[config.mk]
export PLATFORM = sky130hd
export DESIGN_NAME = jpeg_sof_dimension_scanner
export DESIGN_NICKNAME = d
export VERILOG_FILES = /design/src/jsof_pkg.sv /design/src/jsof_parse.sv /design/src/jpeg_sof_dimension_scanner.sv
export SDC_FILE = /design/constraint.sdc
export NUM_CORES = 1
export LEC_CHECK = 0
export ABC_AREA = 1
export ABC_CLOCK_PERIOD_IN_PS = 3600
export BUFFER_PORTS_ARGS = -buffer_cell sky130_fd_sc_hd__buf_2
export CAP_MARGIN = 0
export CORE_ASPECT_RATIO = 0.9
export CORE_MARGIN = 8
export CORE_UTILIZATION = 40
export DETAILED_ROUTE_END_ITERATION = 6
export PLACE_DENSITY = 0.59
export SYNTH_ARGS = -nofsm -noshare
export SYNTH_HDL_FRONTEND = slang
export SYNTH_SLANG_ARGS = --single-unit
[constraint.sdc]
create_clock -name clk -period 3.6 [get_ports clk]
set_input_delay 0.54 -clock clk [delete_from_list [all_inputs] [get_ports clk]]
set_output_delay 0.54 -clock clk [all_outputs]
set_load 0.02 [all_outputs]
[src/jsof_pkg.sv]
// Package for the JPEG start-of-frame dimension scanner.
// Holds the marker codes, the parser phase type and the state and result structs.
// No dependencies; used by jsof_parse and jpeg_sof_dimension_scanner.
package jsof_pkg;

  localparam logic [7:0] MARK_PREFIX = 8'hFF;
  localparam logic [7:0] MARK_SOI    = 8'hD8;
  localparam logic [7:0] MARK_RST0   = 8'hD0;
  localparam logic [7:0] MARK_EOI    = 8'hD9;
  localparam logic [7:0] MARK_SOF_LO = 8'hC0;
  localparam logic [7:0] MARK_SOF_HI = 8'hCF;
  localparam logic [7:0] MARK_DHT    = 8'hC4;
  localparam logic [7:0] MARK_JPG    = 8'hC8;
  localparam logic [7:0] MARK_DAC    = 8'hCC;

  localparam logic [15:0] LEN_MIN       = 16'd2;
  localparam logic [15:0] FRAME_MIN_LEN = 16'd7;
  localparam logic [15:0] OFS_HEIGHT_HI = 16'd3;
  localparam logic [15:0] OFS_HEIGHT_LO = 16'd4;
  localparam logic [15:0] OFS_WIDTH_HI  = 16'd5;
  localparam logic [15:0] OFS_WIDTH_LO  = 16'd6;

  localparam logic STATUS_OK   = 1'b0;
  localparam logic STATUS_FAIL = 1'b1;

  typedef enum logic [6:0] {
    PH_SIG0   = 7'b0000001,
    PH_SIG1   = 7'b0000010,
    PH_SEARCH = 7'b0000100,
    PH_MARK   = 7'b0001000,
    PH_LENHI  = 7'b0010000,
    PH_LENLO  = 7'b0100000,
    PH_BODY   = 7'b1000000
  } phase_t;

  typedef struct packed {
    phase_t      phase;
    logic [15:0] seg_length;
    logic [15:0] seg_offset;
    logic        frame_seg;
    logic [15:0] height;
    logic [15:0] width;
    logic        verdict_given;
  } scan_state_t;

  typedef struct packed {
    logic        valid;
    logic        status;
    logic [15:0] width;
    logic [15:0] height;
  } scan_result_t;

  localparam scan_state_t STATE_CLEAR = '{
    phase:         PH_SIG0,
    seg_length:    16'd0,
    seg_offset:    16'd0,
    frame_seg:     1'b0,
    height:        16'd0,
    width:         16'd0,
    verdict_given: 1'b0
  };

endpackage

[src/jsof_parse.sv]
// Next-state and verdict logic for one byte of the JPEG marker walk.
// Purely combinational; uses the types and marker codes of jsof_pkg.
module jsof_parse import jsof_pkg::*; (
  input  scan_state_t  st,
  input  logic [7:0]   data_byte,
  input  logic         last_byte,
  output scan_state_t  st_next,
  output scan_result_t res
);

  logic        fail;
  logic        done;
  logic [15:0] ofs_inc;
  logic [15:0] len_full;
  logic [15:0] target;
  logic        is_sof;
  logic        is_standalone;
  scan_state_t work;

  always_comb begin
    ofs_inc       = st.seg_offset + 16'd1;
    len_full      = {st.seg_length[15:8], data_byte};
    target        = (st.seg_length < FRAME_MIN_LEN) ? FRAME_MIN_LEN : st.seg_length;
    is_sof        = (data_byte >= MARK_SOF_LO) && (data_byte <= MARK_SOF_HI) &&
                    (data_byte != MARK_DHT) && (data_byte != MARK_JPG) &&
                    (data_byte != MARK_DAC);
    is_standalone = (data_byte >= MARK_RST0) && (data_byte <= MARK_EOI);
    work          = st;
    fail          = 1'b0;
    done          = 1'b0;

    if (!st.verdict_given) begin
      case (st.phase)
        PH_SIG0: begin
          if (data_byte == MARK_PREFIX) work.phase = PH_SIG1;
          else fail = 1'b1;
        end
        PH_SIG1: begin
          if (data_byte == MARK_SOI) work.phase = PH_SEARCH;
          else fail = 1'b1;
        end
        PH_SEARCH: begin
          if (data_byte == MARK_PREFIX) work.phase = PH_MARK;
        end
        PH_MARK: begin
          if (data_byte != MARK_PREFIX) begin
            if (is_standalone) begin
              work.phase = PH_SEARCH;
            end else begin
              work.frame_seg = is_sof;
              work.phase     = PH_LENHI;
            end
          end
        end
        PH_LENHI: begin
          work.seg_length = {data_byte, 8'd0};
          work.phase      = PH_LENLO;
        end
        PH_LENLO: begin
          work.seg_length = len_full;
          work.seg_offset = LEN_MIN;
          work.height     = 16'd0;
          work.width      = 16'd0;
          if (len_full < LEN_MIN) fail = 1'b1;
          else if (!st.frame_seg && (len_full == LEN_MIN)) work.phase = PH_SEARCH;
          else work.phase = PH_BODY;
        end
        PH_BODY: begin
          work.seg_offset = ofs_inc;
          if (st.frame_seg) begin
            if (st.seg_offset == OFS_HEIGHT_HI) work.height[15:8] = data_byte;
            if (st.seg_offset == OFS_HEIGHT_LO) work.height[7:0]  = data_byte;
            if (st.seg_offset == OFS_WIDTH_HI)  work.width[15:8]  = data_byte;
            if (st.seg_offset == OFS_WIDTH_LO)  work.width[7:0]   = data_byte;
            if (ofs_inc == target) done = 1'b1;
          end else if (ofs_inc >= st.seg_length) begin
            work.phase = PH_SEARCH;
          end
        end
        default: begin
          fail = 1'b1;
        end
      endcase
      if (!done && last_byte) fail = 1'b1;
    end

    res.valid  = fail || done;
    res.status = fail ? STATUS_FAIL : STATUS_OK;
    res.width  = fail ? 16'd0 : work.width;
    res.height = fail ? 16'd0 : work.height;

    if (res.valid) work.verdict_given = 1'b1;
    st_next = last_byte ? STATE_CLEAR : work;
  end

endmodule

[src/jpeg_sof_dimension_scanner.sv]
// Top level of the JPEG start-of-frame dimension scanner.
// Input word register, scanner state, result register; uses jsof_pkg and jsof_parse.
//
// Channel | Dir | tdata                          | tuser        | tlast
// s_axis  | in  | [7:0] data_byte                | -            | last_byte
// m_axis  | out | [15:0] image_width,            | scan_status  | -
//         |     | [31:16] image_height           |              |
//
// Each input word is held in the input register and is then parsed into the result
// register, from which any verdict that it causes is offered on m_axis.
// The block takes one word per cycle as long as the result register is empty or is
// read out in the same cycle.
// A stalled result holds the parse stage, which then holds the input register.
// Synchronous active-high reset clears the state to await the signature.
module jpeg_sof_dimension_scanner import jsof_pkg::*; (
  input  logic        clk,
  input  logic        rst,
  input  logic        s_axis_tvalid,
  output logic        s_axis_tready,
  input  logic [7:0]  s_axis_tdata,   // [7:0] data_byte
  input  logic        s_axis_tlast,
  output logic        m_axis_tvalid,
  input  logic        m_axis_tready,
  output logic [31:0] m_axis_tdata,   // [15:0] image_width, [31:16] image_height
  output logic        m_axis_tuser    // [0] scan_status
);

  logic         in_valid;
  logic [7:0]   in_data;
  logic         in_last;
  logic         advance;
  scan_state_t  st;
  scan_state_t  st_next;
  scan_result_t res;

  assign advance       = in_valid && (!m_axis_tvalid || m_axis_tready);
  assign s_axis_tready = !in_valid || advance;

  jsof_parse u_parse (
    .st        (st),
    .data_byte (in_data),
    .last_byte (in_last),
    .st_next   (st_next),
    .res       (res)
  );

  always_ff @(posedge clk) begin
    if (rst) begin
      in_valid <= 1'b0;
    end else if (s_axis_tready) begin
      in_valid <= s_axis_tvalid;
    end
    if (s_axis_tready && s_axis_tvalid) begin
      in_data <= s_axis_tdata;
      in_last <= s_axis_tlast;
    end
  end

  always_ff @(posedge clk) begin
    if (rst) begin
      st <= STATE_CLEAR;
    end else if (advance) begin
      st <= st_next;
    end
  end

  always_ff @(posedge clk) begin
    if (rst) begin
      m_axis_tvalid <= 1'b0;
    end else if (advance) begin
      m_axis_tvalid <= res.valid;
    end else if (m_axis_tready) begin
      m_axis_tvalid <= 1'b0;
    end
    if (advance && res.valid) begin
      m_axis_tdata <= {res.height, res.width};
      m_axis_tuser <= res.status;
    end
  end

  a_one_verdict: assert property (@(posedge clk) disable iff (rst)
    advance && st.verdict_given |-> !res.valid)
    else $error("Second verdict for one stream.");

  a_fail_zero: assert property (@(posedge clk) disable iff (rst)
    m_axis_tvalid && (m_axis_tuser == STATUS_FAIL) |-> (m_axis_tdata == 32'd0))
    else $error("Failure verdict carries nonzero dimensions.");

  a_last_clears: assert property (@(posedge clk) disable iff (rst)
    advance && in_last |=> (st.phase == PH_SIG0) && !st.verdict_given)
    else $error("Last word did not return the scanner to its start state.");

  a_ready_held: assert property (@(posedge clk) disable iff (rst)
    !s_axis_tready |-> in_valid && m_axis_tvalid && !m_axis_tready)
    else $error("Input stalled without a stalled result.");

endmodule

## Yosys cells after proc, flatten, opt, wreduce, memory -nomap -nowiden

Cells that the tools add are included.

| storage, ports and cells | value |
|---|---|
| register bits | 117 |
| input port bits | 13 |
| output and inout bits | 35 |
| word-level logic and storage cells | 122 |

| operators by class | value |
|---|---|
| $add $sub $neg | 1 |
| magnitude comparators | 7 |
| eq/ne operators | 29 |
| mux-type cells | 39 |
| reductions and logical operators | 32 |

Operator list:

| operator | count |
|---|---|
| $mux W73 | 1 |
| $mux W72 | 1 |
| $pmux W16 S2 | 2 |
| $pmux W32 S2 | 1 |
| $mux W7 | 8 |
| $pmux W7 S7 | 1 |
| $eq A16 B3 Y1 const B | 3 |
| $eq A16 B2 Y1 const B | 2 |
| $mux W32 | 1 |
| $mux W8 | 4 |
| $ne A8 B8 Y1 const B | 4 |
| $mux W1 | 17 |
| $add A16 B1 Y16 const B | 1 |
| $eq A16 B16 Y1 | 1 |
| $eq A8 B8 Y1 const B | 2 |
| $ge A16 B16 Y1 | 1 |
| $ge A8 B8 Y1 const B | 2 |
| $le A8 B8 Y1 const B | 2 |
| $lt A16 B2 Y1 const B | 1 |
| $lt A16 B3 Y1 const B | 1 |
| $mux W16 | 1 |
| $ne A3 B2 Y1 const B | 5 |
| $logic_and A1 B1 Y1 | 10 |
| $reduce_and A10 Y1 | 1 |
| other kinds (21) | 35 |

## Depth between registers and ports, before layout

Gate-level depths: netlist of the first run.

| logic depth | value |
|---|---|
| depth in word-level cells | 14 |
| gate-level depth with buffers | 22 |
| gate-level depth less buffers | 21 |

## Cells and area by module

Synthesis of the first run repeated with hierarchy kept, for this count alone.

| unflattened totals | value |
|---|---|
| cell total of the unflattened synthesis | 1236 |
| area, all modules | 8034.0 um^2 |

Modules (own cells, without submodules):

| module | times used | cells an instance | area an instance (um^2) | seq. area each (um^2) |
|---|---|---|---|---|
| jpeg_sof_dimension_scanner | 1 | 535 | 4595.7 | 2762.6 |
| jsof_parse | 1 | 701 | 3438.3 | 0.0 |

## Worst setup path after synthesis of the first run

Ideal clock, no wire load.

| timing path | value |
|---|---|
| path type | register to register |
| start point | reg, netlist name st[34] |
| end point | reg m_axis_tdata[0], enable pin |
| setup time | 0.388 ns |
| arrival time | 2.453 ns |
| data required time | 3.212 ns |
| path slack | 0.760 ns |
| stages on the path, launching flop included | 16 |
| path buffers | 0 |
| clock period less this slack | 2.840 ns |
| path through | dfxtp_1 -> ha_1 -> nand2_4 -> nor2_4 -> nand2_4 -> nor2_4 -> nand2_1 -> nand2_1 -> nand3_1 -> nand2_1 -> nand3_1 -> nor2_1 -> nand3_2 -> nand3_1 -> nand2_1 -> inv_1 |

| between the ends | value |
|---|---|
| longest elaborated chain between the ends | 12 |
| elaborated cells between the ends (all ways) | 13 |
| those cells by class | add/sub: 1; eq/ne: 1; mux: 7; reduce/logical: 4 |

RTL lines:

| element | line | text |
|---|---|---|
| $add A16 B1 Y16 * | jsof_parse.sv:21 | `ofs_inc = st.seg_offset + 16'd1;` |
| $eq A16 B16 Y1 * | jsof_parse.sv:75 | `if (ofs_inc == target) done = 1'b1;` |
| $mux W1 * | jsof_parse.sv:75 |  |
| $mux W1 * | jsof_parse.sv:70 | `if (st.frame_seg) begin` |
| $mux W1 * | jsof_parse.sv:33 | `case (st.phase)` |
| $mux W1 * | jsof_parse.sv:32 | `if (!st.verdict_given) begin` |
| $logic_not A1 Y1 | jsof_parse.sv:84 | `if (!done && last_byte) fail = 1'b1;` |
| $logic_and A1 B1 Y1 | jsof_parse.sv:84 |  |
| $mux W1 | jsof_parse.sv:84 |  |
| $mux W1 | jsof_parse.sv:32 |  |
| $logic_or A1 B1 Y1 * | jsof_parse.sv:87 | `res.valid = fail \|\| done;` |
| $logic_and A1 B1 Y1 * | jpeg_sof_dimension_scanner.sv:75 | `if (advance && res.valid) begin` |
| end signal: assignment | jpeg_sof_dimension_scanner.sv:76 | `m_axis_tdata <= {res.height, res.width};` |
| end: declaration | jpeg_sof_dimension_scanner.sv:24 | `output logic [31:0] m_axis_tdata,` |

Mark *: on every way between the ends. The rest lies on a longest branch, timed or not. The select of a mux whose other input is x is not followed.
A chain may end at the register's enable or synchronous reset.

## Worst setup path after layout of the first run

| timing path | value |
|---|---|
| start point | reg, netlist name st[35] |
| end point | reg, netlist name st[70] |

| between the ends | value |
|---|---|
| longest elaborated chain between the ends | 4 |

RTL lines:

| element | line | text |
|---|---|---|
| $add A16 B1 Y16 | jsof_parse.sv:21 |  |
| $ge A16 B16 Y1 | jsof_parse.sv:76 | `end else if (ofs_inc >= st.seg_length) begin` |
| $ne A3 B2 Y1 (no line) | n/a |  |
| $reduce_and A10 Y1 (no line) | n/a |  |

No other way between the ends.

==> qor.txt, run 1 <==
setup bufs post-CTS = 0
Clock Path Buffers = 2
Synth Net Count = 955
Layout area overhead = 15.5%
Psw = 1.08 mW
WS Path Type = flip-flop to flip-flop
Ys Warns = 0
full die area = 21,000 um2
Port Buf Inserts = 47
PwrDens = 503 nW/um2
vias in the first global route = 5,549
RSZ-0062 raised after global routing = no
Synth Flop Type = dfxtp_1
DP HPWL = 12,900 um
fin util = 47.3%
io pins = 48
most common cell in the netlist = nand2_1
post-synthesis cell area = 6630 um2
final period utilization = 87.9%
critical path, cell by cell = ha_1 > nand2_4 > nor2_4 > nand2_4 > nor2_4 > nand4_1 > nand2_1 > inv_1 > ha_1 > nand2_1 > inv_1 > nand3_1 > nor3_2 > nand3_1 > nand4_1 > nand3_1 > nor2_1 > nand2_1 > inv_2 > nor2_1 > nor2_1
gpl congestion = 0.904
switching part of the total power = 28.0%
status = complete, no violations
Int Power = 2.77 mW
post-synthesis register bit count = 117
GRT overflow = 0
clk slew on worst S/H paths = 50 ps
DR DRC count = 0
Final #Nets = 1,002
critical path's slowest cell = dfxtp_1
worst-path fanout max = 7
Critical Path AT = 3520 ps
Worst Reg-to-Reg Cells = 21
share of cells above drive strength 1 = 11.3%
combinational fraction of design power = 15.0%
Avg Synthesized Cell Area = 7.20 um2
slew at the pin closest to its max-slew limit = 799 ps
Initial Util = 41.0%
Async SR Flop Fraction = 0%
Clock Latency Late Sink = 420 ps
register area share after synthesis = 41.6%
clock power share = 45.9%
Pre-antenna DRT Iters = 6
power share of the sequential group = 39.1%
distinct cell type count after synthesis = 45
Root Buffer = clkbuf_16
VDD IR-drop max = 340 uV
top cells by area, synth = dfxtp_1, edfxtp_1, nand2_1
multi-input logic area = 3150 um2
Min-Delay Path Class = primary input to flip-flop
first-pass GRT wire length = 28,400 um
setup TNS = 0 ps
vias = 5,965
initial antenna violation count = 0
Tmin final = 3160 ps
Pins Over Slew Limit = 0
die height = 138 um
Std-Cell Core Area = 16,200 um2
final wirelength = 17,600 um
CTS Sinks = 117
fillcell total = 1,655
Max-Slew Margin vs Limit = 46.3%
initial DRC count = 467
vias per inst = 5.02
Hold Buf Count CTS = 0
endpoints failing hold = 0
clock skew = 9.39 ps
Yosys top cell area share = 22.6%
row cnt = 44
Reg area = 2760 um2
Synth top cells by count = nand2_1, inv_1, nor2_1
fmax = 0.316 GHz
cell depth of the worst hold path = 1
GRT Total Usage = 16.8%
Synth Instances = 922
Setup crit start kind = flip-flop
max_cap viols = 0
Largest stage delay, worst path = 440 ps
critical path buffer and inverter count = 3
Final Setup Violations = 0
critical path required time = 3950 ps
top cell type by total area after synthesis = dfxtp_1
Post-DRT Antenna Nets = 0
Resized cells post-CTS = 0
H-Tree Depth = 4
Worst setup EP type = flip-flop
Routed wire per std cell = 14.8 um
CP top delay family = simple AND/OR/NAND/NOR gates
EDFF count, synth = 42
static leakage = 3.22 nW
cts bufs inserted = 17
CTS tree = built
largest net degree at the start of global routing = 59
Crit path depth = 21
Ant. Diodes = 0
Die X = 152 um
## per-stage QoR
stage               total power, mW  instance area, um2  cells  setup WS (ps)  hold slack [ps]
floorplan                      1.97                6630    922            760              445
global placement               2.11                7040   1157            428              453
detailed placement             2.11                7040   1157            328              456
CTS                            3.89                7650   1189            307              288
global route                   4.01                7660   1189           71.6              283
finish                         3.86                7660   1189            436              297
## routing by layer
| metal | up-vias | global-route usage, % | wire length, um | part of all wire (%) |
|---|---|---|---|---|
| li1 | 3087 | - | - | - |
| met1 | 2677 | 23.6 | 8500 | 48 |
| met4 | 0 | 4.48 | 206 | 1.2 |
| met2 | 180 | 25.5 | 7850 | 45 |
| met5 | - | 0 | 0 | 0 |
| met3 | 21 | 3.56 | 1080 | 6.1 |
## cells by family (layout without fill, tap and decap cells)
logic type	count (synthesis)	after routing	share of synthesized area, %
adders and majority gates	20	20	3.77
DFF	117	117	41.6
AOI/OAI and AO/OA	159	159	13.6
buffers and inverters	180	240	11.0
and+or+nand+nor	440	440	28.7
xor gates and xnor gates	6	6	1.32
## power groups by stage
stage,clock [mW],sequential [mW],combinational [mW]
2_1_floorplan,0,1.56,0.407
3_3_place_gp,0,1.53,0.575
3_5_place_dp,0,1.53,0.579
4_1_cts,1.80,1.51,0.582
5_1_grt,1.85,1.52,0.648
6_report,1.77,1.51,0.580
## layout make-up
| class | count | share of cell area (%) |
|---|---|---|
| tap | 207 | 3.38 |
| clock buffer | 18 | 5.60 |
| inverter | 152 | 7.45 |
| clock inverter | 14 | 2.42 |
| timing repair buffer | 56 | 3.95 |
| sequential | 117 | 36.1 |
| multi-input combinational | 625 | 41.1 |
## worst reg2reg max path: stages (launching register included)
cell and delay, ps:
dfxtp_1 440, ha_1 270, nand2_4 80, nor2_4 200
nand2_4 90, nor2_4 130, nand4_1 120, nand2_1 100
inv_1 60, ha_1 260, nand2_1 60, inv_1 50
nand3_1 90, nor3_2 200, nand3_1 100, nand4_1 150
nand3_1 90, nor2_1 120, nand2_1 170, inv_2 170
nor2_1 50, nor2_1 90
## sequential cells by signal, indices dropped and copies added (netlist names)
| name | count |
|---|---|
| m_axis_tdata | 32 |
| m_axis_tuser | 1 |
| in_last | 1 |
| in_valid | 1 |
| st | 73 |
| m_axis_tvalid | 1 |
| in_data | 8 |
## final timing paths
check,to,start,slack [ps]
max,st[70],st[35],440
min,in_data[5],s_axis_tdata[5],300
max reg2reg,st[70],st[35],440
min reg2reg,st[8],st[8],460
## cell usage in the layout, fill, tap and decap left out, types with 2 or more instances in the layout
master	n
clkinv_1	5
o21bai_1	8
clkbuf_16	17
edfxtp_1	42
buf_4	9
o21ai_0	36
nand3_1	54
xor2_1	3
bufinv_16	4
ha_1	20
nor3_1	8
nor2_4	4
nand2_4	3
buf_2	47
xnor3_1	2
o32ai_1	7
o211ai_1	2
clkinvlp_4	4
nor2_1	104
nor2_2	5
nor4_1	3
inv_2	2
dfxtp_1	74
nand4_1	19
o22ai_1	13
clkinv_4	2
o2111ai_1	3
a21oi_1	84
nand2_1	230
clkinv_2	2
inv_1	147
Note: power is estimated with default switching activity, not from simulation.
==> run 2: changes to the inputs <==
- CORE_UTILIZATION: 40 -> 50
- PLACE_DENSITY: 0.59 -> 0.7
==> run 2 against run 1 <==
Global-route usage is 3.8 points higher. Fmax is 0.12% lower. Via count is 1.3% higher. First-iteration DRC count is 33% higher. Core utilization is 10 points higher. Highest routed layer unchanged. Non-clock buffer count is 2 lower. Routed wire length is 1.1% lower. Sequential power hardly changed. Register-to-register slack hardly changed. Setup slack worse by 3.9 ps. Design area is 1.2% lower. Sequential share of layout area is 0.42 points higher.
==> qor.txt, run 2 (synthesis results as in run 1) <==
status = complete, no violations (unchanged)
Regs by FF count = st x73, m_axis_tdata x32, in_data x8 (unchanged)
vias in the first global route = 5,692 (was 5,549)
gpl congestion = 0.895 (was 0.904)
initial antenna violation count = 0 (unchanged)
CTS tree = built (unchanged)
io pins = 48 (unchanged)
vias = 6,043 (was 5,965)
final wirelength = 17,400 um (was 17,600 um)
design area = 7570 um2 (was 7660 um2)
critical path required time = 3950 ps (about the same)
critical path buffer and inverter count = 3 (unchanged)
endpoints failing hold = 0 (unchanged)
Area after DPL = 6980 um2 (was 7040 um2)
Root Buffer = clkbuf_16 (unchanged)
Largest register FFs = 73 (unchanged)
initial DRC count = 623 (was 467)
static leakage = 3.20 nW (was 3.22 nW)
fmax = 0.316 GHz (about the same)
largest net degree at the start of global routing = 59 (unchanged)
multi-input logic area = 3150 um2 (unchanged)
WS Path Type = flip-flop to flip-flop (unchanged)
PwrDens = 498 nW/um2 (was 503 nW/um2)
CP top delay family = simple AND/OR/NAND/NOR gates (unchanged)
final non-filler cell total = 1,147 (was 1,189)
DR DRC count = 0 (unchanged)
Pins Over Slew Limit = 0 (unchanged)
Reg area = 2760 um2 (about the same)
Final #Nets = 1,000 (was 1,002)
Post-DRT Antenna Nets = 0 (unchanged)
Final Setup Violations = 0 (unchanged)
Inst Count DP = 1,116 (was 1,157)
Port Buf Inserts = 47 (unchanged)
slew at the pin closest to its max-slew limit = 890 ps (was 799 ps)
Std-Cell Core Area = 13,200 um2 (was 16,200 um2)
Tmin final = 3170 ps (was 3160 ps)
commonest non-fill, non-tap cell in the layout = nand2_1 (unchanged)
fin util = 57.5% (was 47.3%)
clock skew = 10.3 ps (was 9.39 ps)
first-pass GRT wire length = 28,400 um (about the same)
RSZ-0062 raised after global routing = no (unchanged)
CTS Sinks = 117 (unchanged)
GRT Total Usage = 20.7% (was 16.8%)
fillcell total = 1,257 (was 1,655)
row cnt = 40 (was 44)
Layout area overhead = 14.1% (was 15.5%)
Ant. Diodes = 0 (unchanged)
cts bufs inserted = 17 (unchanged)
vias per inst = 5.27 (was 5.02)
Worst setup EP type = flip-flop (unchanged)
H-Tree Depth = 4 (unchanged)
max_cap viols = 0 (unchanged)
clk slew on worst S/H paths = 60 ps (was 50 ps)
setup TNS = 0 ps (unchanged)
GRT overflow = 0 (unchanged)
Max-Slew Margin vs Limit = 40.6% (was 46.3%)
most frequent cells in the layout = nand2_1, inv_1, nor2_1, a21oi_1, dfxtp_1 (unchanged)
Pre-antenna DRT Iters = 7 (was 6)
Clock Latency Late Sink = 420 ps (about the same)
Setup crit start kind = flip-flop (unchanged)
final period utilization = 88.0% (was 87.9%)
DP HPWL = 12,400 um (was 12,900 um)
Biggest register = st (unchanged)
full die area = 17,200 um2 (was 21,000 um2)
Clock Path Buffers = 2 (unchanged)
critical path, cell by cell = ha_1 > nand2_4 > nor2_4 > nand2_4 > nor2_4 > nand4_1 > nand2_1 > inv_1 > ha_1 > nand2_1 > inv_1 > nand3_1 > nor3_2 > nand3_1 > nand4_1 > nand3_1 > nor2_1 > nand2_1 > inv_2 > nor2_1 > nor2_1 (unchanged)
Initial Util = 50.4% (was 41.0%)
Routed wire per std cell = 15.2 um (was 14.8 um)
critical path's slowest cell = dfxtp_1 (unchanged)
Die X = 137 um (was 152 um)
Hold WS = 294 ps (was 297 ps)
worst-path fanout max = 7 (unchanged)
setup bufs post-CTS = 0 (unchanged)
Largest stage delay, worst path = 490 ps (was 440 ps)
Critical Path AT = 3520 ps (about the same)
VDD IR-drop max = 434 uV (was 340 uV)
die height = 125 um (was 138 um)
Min-Delay Path Class = primary input to flip-flop (unchanged)
share of cells above drive strength 1 = 11.1% (was 11.3%)
-- run 2: cell count changes in the layout (fill, tap and decap cells not counted) --
| cell | change |
|---|---|
| bufinv_16 | -1 |
| clkinv_4 | -1 |
| clkinv_1 | -2 |
| buf_4 | -2 |
| dfxtp_1 | +1 |
| inv_6 | +1 |
| dfxtp_2 | -1 |
| clkinv_2 | +2 |
-- run 2: per-stage QoR --
| stage | setup WS [ps] | power [mW] |
|---|---|---|
| 6_report | 432 | 3.77 |
| 5_1_grt | 31.8 | 3.92 |
| 4_1_cts | 326 | 3.79 |
| 3_5_place_dp | 354 | 2.10 |
| 3_3_place_gp | 467 | 2.09 |
| 2_1_floorplan | 760 | 1.97 |
-- run 2: final timing paths --
path | from | to | slack (ps) | depth (start not counted)
worst max-delay path | st[34] | st[69] | 430 | 21
worst min-delay path | s_axis_tdata[7] | in_data[7] | 290 | 1
worst max register to register | st[34] | st[69] | 430 | 21
worst min register to register | st[17] | st[17] | 460 | 2
-- run 2: what timing repair did --
action / 4_1_cts / 5_1_grt
setup endpoints to repair: 0 / 7
hold buffers: 0 / 0
resized for setup: 0 / 1
endpoints found under the hold margin: 0 / 0
-- run 2: worst reg2reg max path: cells and delay by family (launching register included) --
kind,cells,cell delay (ps)
flops,1,490
buf+inv,3,270
fa+ha+maj,2,550
simple gates,16,1780
-- run 2: where the power goes --
part | internal, mW | switching, mW
registers | 1.45 | 0.0563
clock network | 1.08 | 0.617
logic | 0.159 | 0.406
-- run 2: routing by layer --
| metal | GRT usage [%] | wire length (um) |
|---|---|---|
| met1 | 28.0 | 8010 |
| met2 | 31.3 | 7970 |
| met3 | 4.16 | 1050 |
| met4 | 8.56 | 419 |
| met5 | 0 | 0 |
-- run 2: area by class of cell --
type                       count  share of cell area, %
clock buffer                  18                   5.67
clock inverter                13                   2.08
inverter                     152                   7.54
multi-input combinational    625                   41.6
sequential                   117                   36.5
tap                          168                   2.78
timing repair buffer          54                   3.80
